$ cat src/rtl/hfr_pkg.sv
// ----------------------------------------------------------------------------
// HDLC frame receiver package
// Shared types, byte codes and defaults for the frame receiver.
// ----------------------------------------------------------------------------
package hfr_pkg;

    // Special byte codes on the link.
    localparam logic [7:0] ESC_BYTE  = 8'h7d;
    localparam logic [7:0] FLAG_BYTE = 8'h7e;
    localparam logic [7:0] EXT_MASK  = 8'h80;
    localparam logic [6:0] TYPE_MASK = 7'h7f;
    localparam logic [7:0] FLIP_MASK = 8'h20;

    // Defaults.
    localparam int          DEF_BUFFER_BYTES = 1024;
    localparam logic [7:0]  TYPE_LIMIT_RESET = 8'd16;

    // Frame event codes.
    localparam logic [1:0] EV_NONE     = 2'd0;
    localparam logic [1:0] EV_COMPLETE = 2'd1;
    localparam logic [1:0] EV_DISCARD  = 2'd2;

    // Parser phase.
    typedef enum logic [2:0] {
        PH_IDLE,
        PH_TYPE,
        PH_RSV,
        PH_PORT,
        PH_LEN,
        PH_DATA,
        PH_SUM,
        PH_DONE
    } t_phase;

    // Class of a received word as sorted by the front end.
    typedef enum logic [1:0] {
        KIND_NORMAL,
        KIND_ESCAPE,
        KIND_FLAG
    } t_kind;

    // Classified word handed from the front end to the back end.
    typedef struct packed {
        t_kind      kind;
        logic [7:0] raw;
        logic [7:0] data;
    } t_item;

    // Queue write side between front and back.
    typedef struct packed {
        logic  push;
        t_item item;
    } t_push;

endpackage

$ cat src/rtl/hfr_in_if.sv
// ----------------------------------------------------------------------------
// Receive byte channel
// Valid/ready channel that carries one raw received byte per word.
// ----------------------------------------------------------------------------
interface hfr_in_if;
    logic       valid;
    logic       ready;
    logic [7:0] rx_byte;

    modport source (output valid, output rx_byte, input ready);
    modport sink   (input valid, input rx_byte, output ready);
endinterface

$ cat src/rtl/hfr_out_if.sv
// ----------------------------------------------------------------------------
// Frame result channel
// Valid/ready channel that carries one parser result per word.
// ----------------------------------------------------------------------------
interface hfr_out_if;
    logic        valid;
    logic        ready;
    logic        byte_valid;
    logic [7:0]  data_byte;
    logic [9:0]  byte_index;
    logic [1:0]  frame_event;
    logic [6:0]  frame_type;
    logic        extended_form;
    logic [7:0]  reserved_value;
    logic [7:0]  port_number;
    logic [14:0] payload_length;
    logic [7:0]  computed_sum;
    logic [15:0] received_sum;

    modport source (
        output valid, input ready,
        output byte_valid, output data_byte, output byte_index, output frame_event,
        output frame_type, output extended_form, output reserved_value,
        output port_number, output payload_length, output computed_sum,
        output received_sum
    );
    modport sink (
        input valid, output ready,
        input byte_valid, input data_byte, input byte_index, input frame_event,
        input frame_type, input extended_form, input reserved_value,
        input port_number, input payload_length, input computed_sum,
        input received_sum
    );
endinterface

$ cat src/rtl/hfr_front.sv
// ----------------------------------------------------------------------------
// HDLC receiver front end
// Accepts raw bytes, tracks the escape state and classifies each word.
// ----------------------------------------------------------------------------
module hfr_front (
    input  logic          i_clk,
    input  logic          i_rst_n,
    hfr_in_if.sink        i_in,
    input  logic          i_full,
    output hfr_pkg::t_push o_push
);
    import hfr_pkg::*;

    logic r_esc;
    logic n_esc;
    logic accept;

    assign i_in.ready = !i_full;
    assign accept     = i_in.valid && !i_full;

    // Classify the word and undo the escape on ordinary bytes.
    always_comb begin
        n_esc              = r_esc;
        o_push.push        = accept;
        o_push.item.raw    = i_in.rx_byte;
        o_push.item.data   = i_in.rx_byte;
        o_push.item.kind   = KIND_NORMAL;
        if (i_in.rx_byte == ESC_BYTE) begin
            o_push.item.kind = KIND_ESCAPE;
            n_esc            = 1'b1;
        end else if (i_in.rx_byte == FLAG_BYTE) begin
            o_push.item.kind = KIND_FLAG;
            n_esc            = 1'b0;
        end else begin
            if (r_esc) begin
                o_push.item.data = i_in.rx_byte ^ FLIP_MASK;
            end
            n_esc = 1'b0;
        end
    end

    // Escape flag advances only on accepted words.
    always_ff @(posedge i_clk) begin
        if (!i_rst_n) begin
            r_esc <= 1'b0;
        end else if (accept) begin
            r_esc <= n_esc;
        end
    end

endmodule

$ cat src/rtl/hfr_fifo.sv
// ----------------------------------------------------------------------------
// HDLC receiver item queue
// Two-entry queue of classified words between the front and back ends.
// ----------------------------------------------------------------------------
module hfr_fifo (
    input  logic           i_clk,
    input  logic           i_rst_n,
    input  hfr_pkg::t_push i_push,
    output logic           o_full,
    output logic           o_valid,
    output hfr_pkg::t_item o_item,
    input  logic           i_pop
);
    import hfr_pkg::*;

    t_item      r_mem [2];
    logic       r_wr_ptr;
    logic       r_rd_ptr;
    logic [1:0] r_count;
    logic       do_push;
    logic       do_pop;

    assign o_full  = (r_count == 2'd2);
    assign o_valid = (r_count != 2'd0);
    assign o_item  = r_mem[r_rd_ptr];
    assign do_push = i_push.push && !o_full;
    assign do_pop  = i_pop && o_valid;

    // Storage needs no reset.
    always_ff @(posedge i_clk) begin
        if (do_push) begin
            r_mem[r_wr_ptr] <= i_push.item;
        end
    end

    // Pointers and fill count.
    always_ff @(posedge i_clk) begin
        if (!i_rst_n) begin
            r_wr_ptr <= 1'b0;
            r_rd_ptr <= 1'b0;
            r_count  <= 2'd0;
        end else begin
            if (do_push) begin
                r_wr_ptr <= !r_wr_ptr;
            end
            if (do_pop) begin
                r_rd_ptr <= !r_rd_ptr;
            end
            if (do_push && !do_pop) begin
                r_count <= r_count + 2'd1;
            end else if (do_pop && !do_push) begin
                r_count <= r_count - 2'd1;
            end
        end
    end

endmodule

$ cat src/rtl/hfr_back.sv
// ----------------------------------------------------------------------------
// HDLC receiver back end
// Runs the frame parser on classified words and registers each result.
// ----------------------------------------------------------------------------
module hfr_back #(
    parameter int BUFFER_BYTES = hfr_pkg::DEF_BUFFER_BYTES
) (
    input  logic           i_clk,
    input  logic           i_rst_n,
    input  logic           i_cfg_we,
    input  logic [7:0]     i_cfg_wdata,
    input  logic           i_valid,
    input  hfr_pkg::t_item i_item,
    output logic           o_pop,
    hfr_out_if.source      o_out
);
    import hfr_pkg::*;

    localparam int CW = $clog2(BUFFER_BYTES);

    // Parser state.
    t_phase        r_phase, n_phase;
    logic          r_ext, n_ext;
    logic [6:0]    r_type, n_type;
    logic [7:0]    r_rsv, n_rsv;
    logic [7:0]    r_port, n_port;
    logic [14:0]   r_len, n_len;
    logic [CW-1:0] r_count, n_count;
    logic          r_sidx, n_sidx;
    logic [7:0]    r_xor, n_xor;
    logic [15:0]   r_sum, n_sum;
    logic [7:0]    r_limit;

    // Output register.
    logic          r_out_valid;
    logic          r_bvalid, n_bvalid;
    logic [7:0]    r_dbyte, n_dbyte;
    logic [9:0]    r_dindex, n_dindex;
    logic [1:0]    r_event, n_event;

    logic [CW:0]   cnt1;
    logic [15:0]   idx_ext;
    logic [7:0]    b;

    assign o_pop   = i_valid && (!r_out_valid || o_out.ready);
    assign cnt1    = {1'b0, r_count} + (CW+1)'(1);
    assign idx_ext = 16'(r_count);
    assign b       = i_item.data;

    // Next-state logic for one word.
    always_comb begin
        n_phase  = r_phase;
        n_ext    = r_ext;
        n_type   = r_type;
        n_rsv    = r_rsv;
        n_port   = r_port;
        n_len    = r_len;
        n_count  = r_count;
        n_sidx   = r_sidx;
        n_xor    = r_xor;
        n_sum    = r_sum;
        n_bvalid = 1'b0;
        n_dbyte  = 8'd0;
        n_dindex = 10'd0;
        n_event  = EV_NONE;
        case (i_item.kind)
            KIND_ESCAPE: begin
            end
            KIND_FLAG: begin
                n_phase = PH_TYPE;
                n_ext   = 1'b0;
                n_len   = 15'd0;
                n_count = '0;
                n_sidx  = 1'b0;
                n_xor   = 8'd0;
                n_sum   = 16'd0;
            end
            KIND_NORMAL: begin
                if (r_phase != PH_SUM) begin
                    n_xor = r_xor ^ i_item.raw;
                end
                unique case (r_phase)
                    PH_IDLE: begin
                    end
                    PH_TYPE: begin
                        if ({1'b0, b[6:0]} < r_limit) begin
                            n_type  = b[6:0] & TYPE_MASK;
                            n_ext   = (b & EXT_MASK) != 8'd0;
                            n_phase = ((b & EXT_MASK) != 8'd0) ? PH_RSV : PH_LEN;
                        end else begin
                            n_phase = PH_IDLE;
                            n_ext   = 1'b0;
                            n_len   = 15'd0;
                            n_count = '0;
                            n_sidx  = 1'b0;
                            n_xor   = 8'd0;
                            n_sum   = 16'd0;
                            n_event = EV_DISCARD;
                        end
                    end
                    PH_RSV: begin
                        n_rsv   = b;
                        n_phase = PH_PORT;
                    end
                    PH_PORT: begin
                        n_port  = b;
                        n_phase = PH_LEN;
                    end
                    PH_LEN: begin
                        if (r_len != 15'd0) begin
                            n_len   = r_len | {b, 7'd0};
                            n_phase = PH_DATA;
                        end else begin
                            n_len = {8'd0, b[6:0]};
                            if ((b & EXT_MASK) == 8'd0) begin
                                n_phase = PH_DATA;
                            end
                        end
                    end
                    PH_DATA: begin
                        n_bvalid = 1'b1;
                        n_dbyte  = b;
                        n_dindex = idx_ext[9:0];
                        n_count  = cnt1[CW-1:0];
                        if (cnt1 >= (CW+1)'(BUFFER_BYTES - 1)) begin
                            // Buffer full wins over completion.
                            n_phase = PH_IDLE;
                            n_ext   = 1'b0;
                            n_len   = 15'd0;
                            n_count = '0;
                            n_sidx  = 1'b0;
                            n_xor   = 8'd0;
                            n_sum   = 16'd0;
                            n_event = EV_DISCARD;
                        end else if (16'(cnt1) >= {1'b0, r_len}) begin
                            if (r_ext) begin
                                n_sidx  = 1'b0;
                                n_phase = PH_SUM;
                            end else begin
                                n_phase = PH_DONE;
                                n_event = EV_COMPLETE;
                            end
                        end
                    end
                    PH_SUM: begin
                        if (r_sidx) begin
                            n_sum   = r_sum | {b, 8'd0};
                            n_phase = PH_DONE;
                            n_event = EV_COMPLETE;
                        end else begin
                            n_sum  = r_sum | {8'd0, b};
                            n_sidx = 1'b1;
                        end
                    end
                    PH_DONE: begin
                        n_phase = PH_IDLE;
                        n_ext   = 1'b0;
                        n_len   = 15'd0;
                        n_count = '0;
                        n_sidx  = 1'b0;
                        n_xor   = 8'd0;
                        n_sum   = 16'd0;
                    end
                endcase
            end
            default: begin
            end
        endcase
    end

    // Parser state and configuration register.
    always_ff @(posedge i_clk) begin
        if (!i_rst_n) begin
            r_phase <= PH_IDLE;
            r_ext   <= 1'b0;
            r_type  <= 7'd0;
            r_rsv   <= 8'd0;
            r_port  <= 8'd0;
            r_len   <= 15'd0;
            r_count <= '0;
            r_sidx  <= 1'b0;
            r_xor   <= 8'd0;
            r_sum   <= 16'd0;
            r_limit <= TYPE_LIMIT_RESET;
        end else begin
            if (i_cfg_we) begin
                r_limit <= i_cfg_wdata;
            end
            if (o_pop) begin
                r_phase <= n_phase;
                r_ext   <= n_ext;
                r_type  <= n_type;
                r_rsv   <= n_rsv;
                r_port  <= n_port;
                r_len   <= n_len;
                r_count <= n_count;
                r_sidx  <= n_sidx;
                r_xor   <= n_xor;
                r_sum   <= n_sum;
            end
        end
    end

    // Output word valid flag.
    always_ff @(posedge i_clk) begin
        if (!i_rst_n) begin
            r_out_valid <= 1'b0;
        end else if (o_pop) begin
            r_out_valid <= 1'b1;
        end else if (o_out.ready) begin
            r_out_valid <= 1'b0;
        end
    end

    // Per-word result fields; the frame fields follow the parser state.
    always_ff @(posedge i_clk) begin
        if (o_pop) begin
            r_bvalid <= n_bvalid;
            r_dbyte  <= n_dbyte;
            r_dindex <= n_dindex;
            r_event  <= n_event;
        end
    end

    assign o_out.valid          = r_out_valid;
    assign o_out.byte_valid     = r_bvalid;
    assign o_out.data_byte      = r_dbyte;
    assign o_out.byte_index     = r_dindex;
    assign o_out.frame_event    = r_event;
    assign o_out.frame_type     = r_type;
    assign o_out.extended_form  = r_ext;
    assign o_out.reserved_value = r_rsv;
    assign o_out.port_number    = r_port;
    assign o_out.payload_length = r_len;
    assign o_out.computed_sum   = r_xor;
    assign o_out.received_sum   = r_sum;

endmodule

$ cat src/rtl/hdlc_frame_receiver.sv
// Path: an accepted byte is written into the queue storage, then its result goes to the output register.
// Throughput: one byte per cycle while the result side holds ready high, set by the
// parser update in the back end; a two-entry queue and the output register absorb stalls.
// Reset: synchronous active-low reset returns the parser to idle, empties the
// queue and the output register, and sets the type limit to 16.
// ----------------------------------------------------------------------------
// HDLC frame receiver
// Byte-stuffed frame deframer with a classifying front end and a parser
// back end joined by a short queue.
// ----------------------------------------------------------------------------
module hdlc_frame_receiver #(
    parameter int BUFFER_BYTES = hfr_pkg::DEF_BUFFER_BYTES
) (
    input  logic       i_clk,
    input  logic       i_rst_n,
    input  logic       i_cfg_we,
    input  logic [7:0] i_cfg_wdata,
    hfr_in_if.sink     i_in,
    hfr_out_if.source  o_out
);
    import hfr_pkg::*;

    t_push q_push;
    t_item q_item;
    logic  q_full;
    logic  q_valid;
    logic  q_pop;

    // Front end: escape tracking and classification.
    hfr_front u_front (
        .i_clk   (i_clk),
        .i_rst_n (i_rst_n),
        .i_in    (i_in),
        .i_full  (q_full),
        .o_push  (q_push)
    );

    // Queue between the two ends.
    hfr_fifo u_fifo (
        .i_clk   (i_clk),
        .i_rst_n (i_rst_n),
        .i_push  (q_push),
        .o_full  (q_full),
        .o_valid (q_valid),
        .o_item  (q_item),
        .i_pop   (q_pop)
    );

    // Back end: frame parser and result register.
    hfr_back #(
        .BUFFER_BYTES (BUFFER_BYTES)
    ) u_back (
        .i_clk       (i_clk),
        .i_rst_n     (i_rst_n),
        .i_cfg_we    (i_cfg_we),
        .i_cfg_wdata (i_cfg_wdata),
        .i_valid     (q_valid),
        .i_item      (q_item),
        .o_pop       (q_pop),
        .o_out       (o_out)
    );

endmodule

$ cat src/flat_wrapper.sv
// flat-port wrapper written by rule: the top's interface ports become plain ports
module hdlc_frame_receiver_flat import hfr_pkg::*;
#(
    parameter int BUFFER_BYTES = hfr_pkg::DEF_BUFFER_BYTES
)
  (i_clk, i_rst_n, i_cfg_we, i_cfg_wdata, i_in_valid, i_in_rx_byte, i_in_ready, o_out_valid, o_out_ready, o_out_byte_valid, o_out_data_byte, o_out_byte_index, o_out_frame_event, o_out_frame_type, o_out_extended_form, o_out_reserved_value, o_out_port_number, o_out_payload_length, o_out_computed_sum, o_out_received_sum);
  hfr_in_if i_in_i ();
  hfr_out_if o_out_i ();
  input  logic i_clk;
  input  logic i_rst_n;
  input  logic i_cfg_we;
  input  logic [7:0] i_cfg_wdata;
  input wire logic [$bits(i_in_i.valid)-1:0] i_in_valid;
  input wire logic [$bits(i_in_i.rx_byte)-1:0] i_in_rx_byte;
  output wire logic [$bits(i_in_i.ready)-1:0] i_in_ready;
  output wire logic [$bits(o_out_i.valid)-1:0] o_out_valid;
  input wire logic [$bits(o_out_i.ready)-1:0] o_out_ready;
  output wire logic [$bits(o_out_i.byte_valid)-1:0] o_out_byte_valid;
  output wire logic [$bits(o_out_i.data_byte)-1:0] o_out_data_byte;
  output wire logic [$bits(o_out_i.byte_index)-1:0] o_out_byte_index;
  output wire logic [$bits(o_out_i.frame_event)-1:0] o_out_frame_event;
  output wire logic [$bits(o_out_i.frame_type)-1:0] o_out_frame_type;
  output wire logic [$bits(o_out_i.extended_form)-1:0] o_out_extended_form;
  output wire logic [$bits(o_out_i.reserved_value)-1:0] o_out_reserved_value;
  output wire logic [$bits(o_out_i.port_number)-1:0] o_out_port_number;
  output wire logic [$bits(o_out_i.payload_length)-1:0] o_out_payload_length;
  output wire logic [$bits(o_out_i.computed_sum)-1:0] o_out_computed_sum;
  output wire logic [$bits(o_out_i.received_sum)-1:0] o_out_received_sum;
  assign i_in_i.valid = i_in_valid;
  assign i_in_i.rx_byte = i_in_rx_byte;
  assign i_in_ready = i_in_i.ready;
  assign o_out_valid = o_out_i.valid;
  assign o_out_i.ready = o_out_ready;
  assign o_out_byte_valid = o_out_i.byte_valid;
  assign o_out_data_byte = o_out_i.data_byte;
  assign o_out_byte_index = o_out_i.byte_index;
  assign o_out_frame_event = o_out_i.frame_event;
  assign o_out_frame_type = o_out_i.frame_type;
  assign o_out_extended_form = o_out_i.extended_form;
  assign o_out_reserved_value = o_out_i.reserved_value;
  assign o_out_port_number = o_out_i.port_number;
  assign o_out_payload_length = o_out_i.payload_length;
  assign o_out_computed_sum = o_out_i.computed_sum;
  assign o_out_received_sum = o_out_i.received_sum;
  hdlc_frame_receiver #(.BUFFER_BYTES(BUFFER_BYTES)) u_core (.i_clk(i_clk), .i_rst_n(i_rst_n), .i_cfg_we(i_cfg_we), .i_cfg_wdata(i_cfg_wdata), .i_in(i_in_i), .o_out(o_out_i));
endmodule
$ cat config.mk
export PLATFORM = sky130hd
export DESIGN_NAME = hdlc_frame_receiver_flat
export DESIGN_NICKNAME = d
export VERILOG_FILES = /design/src/rtl/hfr_pkg.sv /design/src/rtl/hfr_in_if.sv /design/src/rtl/hfr_out_if.sv /design/src/rtl/hfr_front.sv /design/src/rtl/hfr_fifo.sv /design/src/rtl/hfr_back.sv /design/src/rtl/hdlc_frame_receiver.sv /design/src/flat_wrapper.sv
export SDC_FILE = /design/constraint.sdc
export NUM_CORES = 1
export LEC_CHECK = 0
export BUFFER_PORTS_ARGS = -buffer_cell sky130_fd_sc_hd__buf_2
export CORE_MARGIN = 2
export CORE_UTILIZATION = 30
export DETAILED_ROUTE_END_ITERATION = 8
export GPL_ROUTABILITY_DRIVEN = 0
export GPL_TIMING_DRIVEN = 0
export PLACE_DENSITY = 0.57
export SYNTH_ARGS = -nofsm -noshare
export SYNTH_HDL_FRONTEND = slang
export SYNTH_SLANG_ARGS = --single-unit
$ cat constraint.sdc
create_clock -name i_clk -period 10.35 [get_ports i_clk]
set_clock_uncertainty 0.15 [all_clocks]
set_input_delay 1.035 -clock i_clk [delete_from_list [all_inputs] [get_ports i_clk]]
set_output_delay 1.035 -clock i_clk [all_outputs]
set_load 0.01 [all_outputs]
**Yosys cells after proc, flatten, opt, wreduce, memory -nomap -nowiden**

Memories as Yosys holds them, arrays and structs flattened. A register that Yosys moved wholly into a read port is not among the register bits.
Cells that the tools add are included.

- Bits in writable memories: 36
- Bits in registers: 112
- Output and inout port bits: 86
- Word-level logic and storage cells: 145
- Bits of input ports: 21
- Memories: 1

- Add/sub/neg operators: 3
- Reduce and logical (&&, ||, !) cells: 31
- Bitwise operators: 5
- Muxes and demuxes: 60
- Magnitude comparators: 3
- Equality and inequality tests: 22

Memories:

| memory | depth | width | rd ports | clocked after memory_dff | write ports | RTL line | source |
|---|---|---|---|---|---|---|---|
| u_core.u_fifo.r_mem | 2 | 18 | 1 | 1 | 1 | hfr_fifo.sv:16 | `t_item r_mem [2];` |

Operator list:

| kind | number |
|---|---|
| $pmux W16 S4 | 1 |
| $pmux W15 S4 | 1 |
| $mux W16 | 3 |
| $mux W15 | 3 |
| $pmux W16 S2 | 1 |
| $pmux W10 S3 | 1 |
| $pmux W15 S2 | 1 |
| $mux W8 | 3 |
| $pmux W8 S3 | 1 |
| $mux W3 | 7 |
| $pmux W3 S7 | 1 |
| $mux W10 | 2 |
| $pmux W10 S2 | 1 |
| $mux W1 | 18 |
| $mux W6 | 3 |
| $eq A8 B7 Y1 const B | 2 |
| $or A16 B16 Y16 | 1 |
| $or A16 B8 Y16 | 1 |
| $pmux W8 S2 | 1 |
| $ge A11 B15 Y1 | 1 |
| $or A15 B15 Y15 | 1 |
| $reduce_bool A15 Y1 | 1 |
| $eq A3 B3 Y1 const B | 4 |
| $mux W2 | 6 |
| 32 further kinds | 59 |

**Logic depth before layout (Yosys ltp)**

- Depth after elaboration: 8
- Depth in mapped cells: 13
- Depth with buffers taken out: 12

**By module**

A second synthesis with hierarchy kept.

- Cells, all modules: 701
- Area, all modules: 7098.1 µm²

Modules (own cells, without submodules):

| module | seq. area each (µm²) | instances | area each (µm²) | cells an instance |
|---|---|---|---|---|
| hfr_back | 2352.3 | 1 | 5323.9 | 589 |
| hfr_fifo | 1181.1 | 1 | 1532.7 | 81 |
| hfr_front | 20.0 | 1 | 241.5 | 31 |

**Worst setup path after synthesis**

OpenSTA, ideal clock, no wires.

- Path type: input -> register
- Start point: in o_out_ready
- End point: reg u_core.u_back.r_sum[10], in the netlist u_core.u_back.o_out.received_sum[10]
- Data required time: 10083 ps
- Setup slack: 6606 ps
- Data arrival time: 3477 ps
- Library setup time: 117 ps
- Path buffers: 1
- Stages on the path: 8
- Cells stage by stage: nor2b_1 > nor2_1 > nand2_1 > a21oi_1 > nand2b_1 > o21ai_2 > buf_2 > nor2_1

- Cells in the longest elaborated chain, start to end: 3

Ends and longest elaborated chain:

| element | RTL line | source |
|---|---|---|
| from (decl) | flat_wrapper.sv:17 | `input wire logic [$bits(o_out_i.ready)-1:0] o_out_ready;` |
| $logic_or A1 B1 Y1 | hfr_back.sv:45 | `assign o_pop = i_valid && (!r_out_valid \|\| o_out.ready);` |
| $logic_and A1 B1 Y1 | hfr_back.sv:45 |  |
| net u_core.q_pop | hdlc_frame_receiver.sv:27 | `logic q_pop;` |
| $reduce_and A5 Y1 (no line) | -- |  |
| to (signal assigned) | hfr_back.sv:199 | `r_sum <= n_sum;` |
| to (decl) | hfr_back.sv:31 | `logic [15:0] r_sum, n_sum;` |

The timed path passes the listed nets, and every way through them passes these cells.
A chain may end at the register's enable or synchronous reset.

==> impl_metrics.csv <==
group,metric,value,unit
timing,fmax,0.205,GHz
timing,fin_crit,4.88,ns
synthesis,syn_area_per_cell,9.55,um2
run,cap_violations,0,
clock_network,cts_made_buffers,17,
worst_setup_path,cp_common_cell,"buf_2",
floorplanning,ioPinCount,107,
routing,dr.first_iter.drc_count,275,
routing,dr_total_vias,5107,
synthesis,ys_ff_latch,135,
floorplanning,die_x,148,um
grt,globalRouteTotalUtil,0.161,
floorplanning,initial_core_util,0.306,
synthesis,synth_seq_area_share,0.506,
synthesis,yosys_warnings,0,
clock_network,ctsResizeCount,0,
min_path,min_path_type,"flip-flop to flip-flop",
synthesis,syn_inst,648,
floorplanning,die_area,21800,um2
clock_network,cts_tree,"built",
worst_setup_path,cpPeakStageDelay,0.75,ns
layout,syn_to_final_growth,23.3,%
routing,ant_nets,0,
timing,max_slew_margin,0.359,
place,dp_hpwl,12400,um
pwr,power,1770,uW
layout,finalNetCount,814,
clock_network,clock_sinks,135,
routing,firstDrtPassIters,8,
clock_network,path_clk_slew,0.06,ns
worst_setup_path,critPathLaunchType,"flip-flop",
floorplanning,core-area,20200,um2
routing,drc,0,
pwr,p_leak,0.00317,uW
routing,drt-total-wl,17200,um
layout,diodes,0,
worst_setup_path,crit_buf_inv,4,
synthesis,synth_cell_type_count,58,
floorplanning,rows,52,
timing,tns,0,ns
timing,worstMarginPinSlew,0.958,ns
clock_network,cts.path.max_buffers,2,
worst_setup_path,end_kind,"flip-flop",
clock_network,clkLatencyLatePin,0.42,ns
synthesis,syn_nets,689,
worst_setup_path,critPathRequiredTime,10.52,ns
grt,gr-total-overflow,0,
timing,final-hold-violation-count,0,
routing,wl_per_cell,16.3,um
timing,setup_viol_count_final,0,
routing,via_per_inst,4.84,
clock_network,post-cts-setup-buffer-count,0,
timing,rsz0062_at_grt,"no",
grt,grt_max_degree,21,
pwr,ir_drop,0.122,mV
timing,period_share,0.472,
layout,drive_above_1_share,0.212,
place,port-buffer-count,105,
grt,antenna_found_initial,0,
worst_setup_path,crit_chain,"buf_2, buf_1, mux2i_1, inv_1, ha_1, or3b_2, o221ai_1, a21oi_1, nor4_4, nand2b_1, buf_2, o211ai_1, o31ai_1",
pwr,p_per_area,232,nW/um2
worst_setup_path,crit_family,"buffers and inverters",
timing,finalMaxSlewViolations,0,
synthesis,synth_edf_count,43,
worst_setup_path,cp_max_fo,10,
worst_setup_path,arrival,5.05,ns
synthesis,synthFlopType,"dfxtp_1",
grt,grt_pass1_vias,4809,
clock_network,cts_max_level,4,
status,status,"complete, no violations",
clock_network,hold_buffers,0,
worst_setup_path,crit_type,"flip-flop to flip-flop",
floorplanning,die_y,148,um
synthesis,netlist_area,6190,um2
grt,grt_pass1_wl,27100,um
synthesis,async_flop_share,0,
worst_setup_path,crit_slowest_cell,"mux2i_1",
clock_network,cts_root_buffer,"clkbuf_16",
==> through the flow <==
stage / hold WS (ns) / utilization / worst slack [ns] / instance area [um2] / cells
CTS: 0.320 / 0.377 / 5.51 / 7630 / 1056
global placement: 0.295 / 0.349 / 5.21 / 7050 / 1023
floorplan: 0.298 / - / 6.61 / 6190 / 648
finish: 0.318 / 0.377 / 5.47 / 7630 / 1056
detailed placement: 0.305 / 0.349 / 5.54 / 7070 / 1024
global route: 0.340 / 0.377 / 5.21 / 7630 / 1056
==> area by class of cell <==
type                    count  area [um2]
fillers                  2067       12600
flip-flops and latches    135        3130
multi-input cells         446        2790
repair buffers            106         541
clock buffers              19         433
well taps                 270         338
inverters                  39         148
clock inverters            13         130
plain buffers              28         123
==> synthesized netlist by cell type, types with 3 or more instances <==
master | number | share of area
a211oi_1 | 26 | 0.032
a21oi_1 | 29 | 0.023
a31oi_1 | 10 | 0.010
and2_1 | 19 | 0.019
and3_1 | 10 | 0.010
buf_2 | 11 | 0.0089
clkbuf_1 | 14 | 0.0085
dfxtp_1 | 92 | 0.30
edfxtp_1 | 43 | 0.21
ha_1 | 20 | 0.040
inv_1 | 37 | 0.022
mux2_2 | 3 | 0.0055
mux2i_1 | 25 | 0.040
nand2_1 | 65 | 0.039
nand2b_1 | 6 | 0.0061
nand3_1 | 16 | 0.013
nand4_1 | 4 | 0.0040
nor2_1 | 99 | 0.060
nor2b_1 | 4 | 0.0040
nor3_1 | 12 | 0.0097
nor4_1 | 7 | 0.0071
o211ai_1 | 7 | 0.0085
o21a_1 | 8 | 0.0097
o21ai_0 | 10 | 0.0081
o221ai_1 | 8 | 0.011
o22ai_1 | 3 | 0.0030
o31ai_1 | 6 | 0.0073
or3_1 | 7 | 0.0071
xnor2_1 | 5 | 0.0071
xor2_1 | 5 | 0.0071
==> cell families after synthesis <==
family                   after synthesis  share of synthesized area
AND/OR/NAND/NOR                      263                      0.202
adder cells (fa/ha/maj)               20                     0.0404
AO/OA/AOI/OAI                        125                      0.148
buffers and inverters                 67                     0.0437
multiplexers                          28                     0.0459
XOR/XNOR                              10                     0.0141
flip-flops                           135                      0.506
==> placed cells by master, fill, tap and decap left out, types with 20 or more instances in the layout <==
cell / instances
a211oi_1: 26
a21oi_1: 29
buf_2: 116
dfxtp_1: 92
edfxtp_1: 43
ha_1: 20
inv_1: 37
mux2i_1: 25
nand2_1: 65
nor2_1: 98
==> routing by layer <==
metal / vias to the layer above / routed length, um / track usage / part of all wire
li1: 2567 / - / - / -
met3: 23 / 1090 / 0.0429 / 0.063
met5: - / 0 / 0 / 0
met4: 0 / 353 / 0.0625 / 0.020
met2: 168 / 7800 / 0.253 / 0.45
met1: 2349 / 7970 / 0.212 / 0.46
==> tightest hold or removal path: stages (launching register included) <==
cell,delay [ns]
dfxtp_1,0.32
a21oi_1,0.04
nor2_1,0.07
==> path summary, 6_finish.rpt <==
check,slack [ns],cells past startpoint,startpoint,end
setup / recovery,5.47,13,flip-flop,u_core.u_back.r_count[3]
hold / removal,0.32,2,u_core.u_back.o_out.received_sum[13],u_core.u_back.o_out.received_sum[13]
setup reg to reg,5.47,13,flip-flop,u_core.u_back.r_count[3]
hold reg to reg,0.32,2,u_core.u_back.o_out.received_sum[13],u_core.u_back.o_out.received_sum[13]
==> where the power goes <==
part	switching, uW	internal (uW)
Clock	229	353
Sequential	42.8	647
Combinational	327	174
Total	599	1170
==> registers in the layout, summed over array words and instances, names as in the netlist, 2 cells and up, named ones only <==
register and count:
u_core.u_back.o_out.reserved_value 8, u_core.u_back.o_out.payload_length 15, u_core.u_back.o_out.data_byte 8, u_core.u_back.o_out.computed_sum 8, u_core.u_back.r_limit 8, u_core.u_back.o_out.port_number 8
u_core.u_back.r_count 10, u_core.u_back.o_out.frame_type 7, u_core.u_back.o_out.received_sum 16, u_core.u_back.r_phase 3, u_core.u_fifo.r_mem 22, u_core.u_back.o_out.frame_event 2
u_core.u_fifo.r_count 2, u_core.u_back.o_out.byte_index 10
No activity file was read; power rests on OpenSTA's default activity.
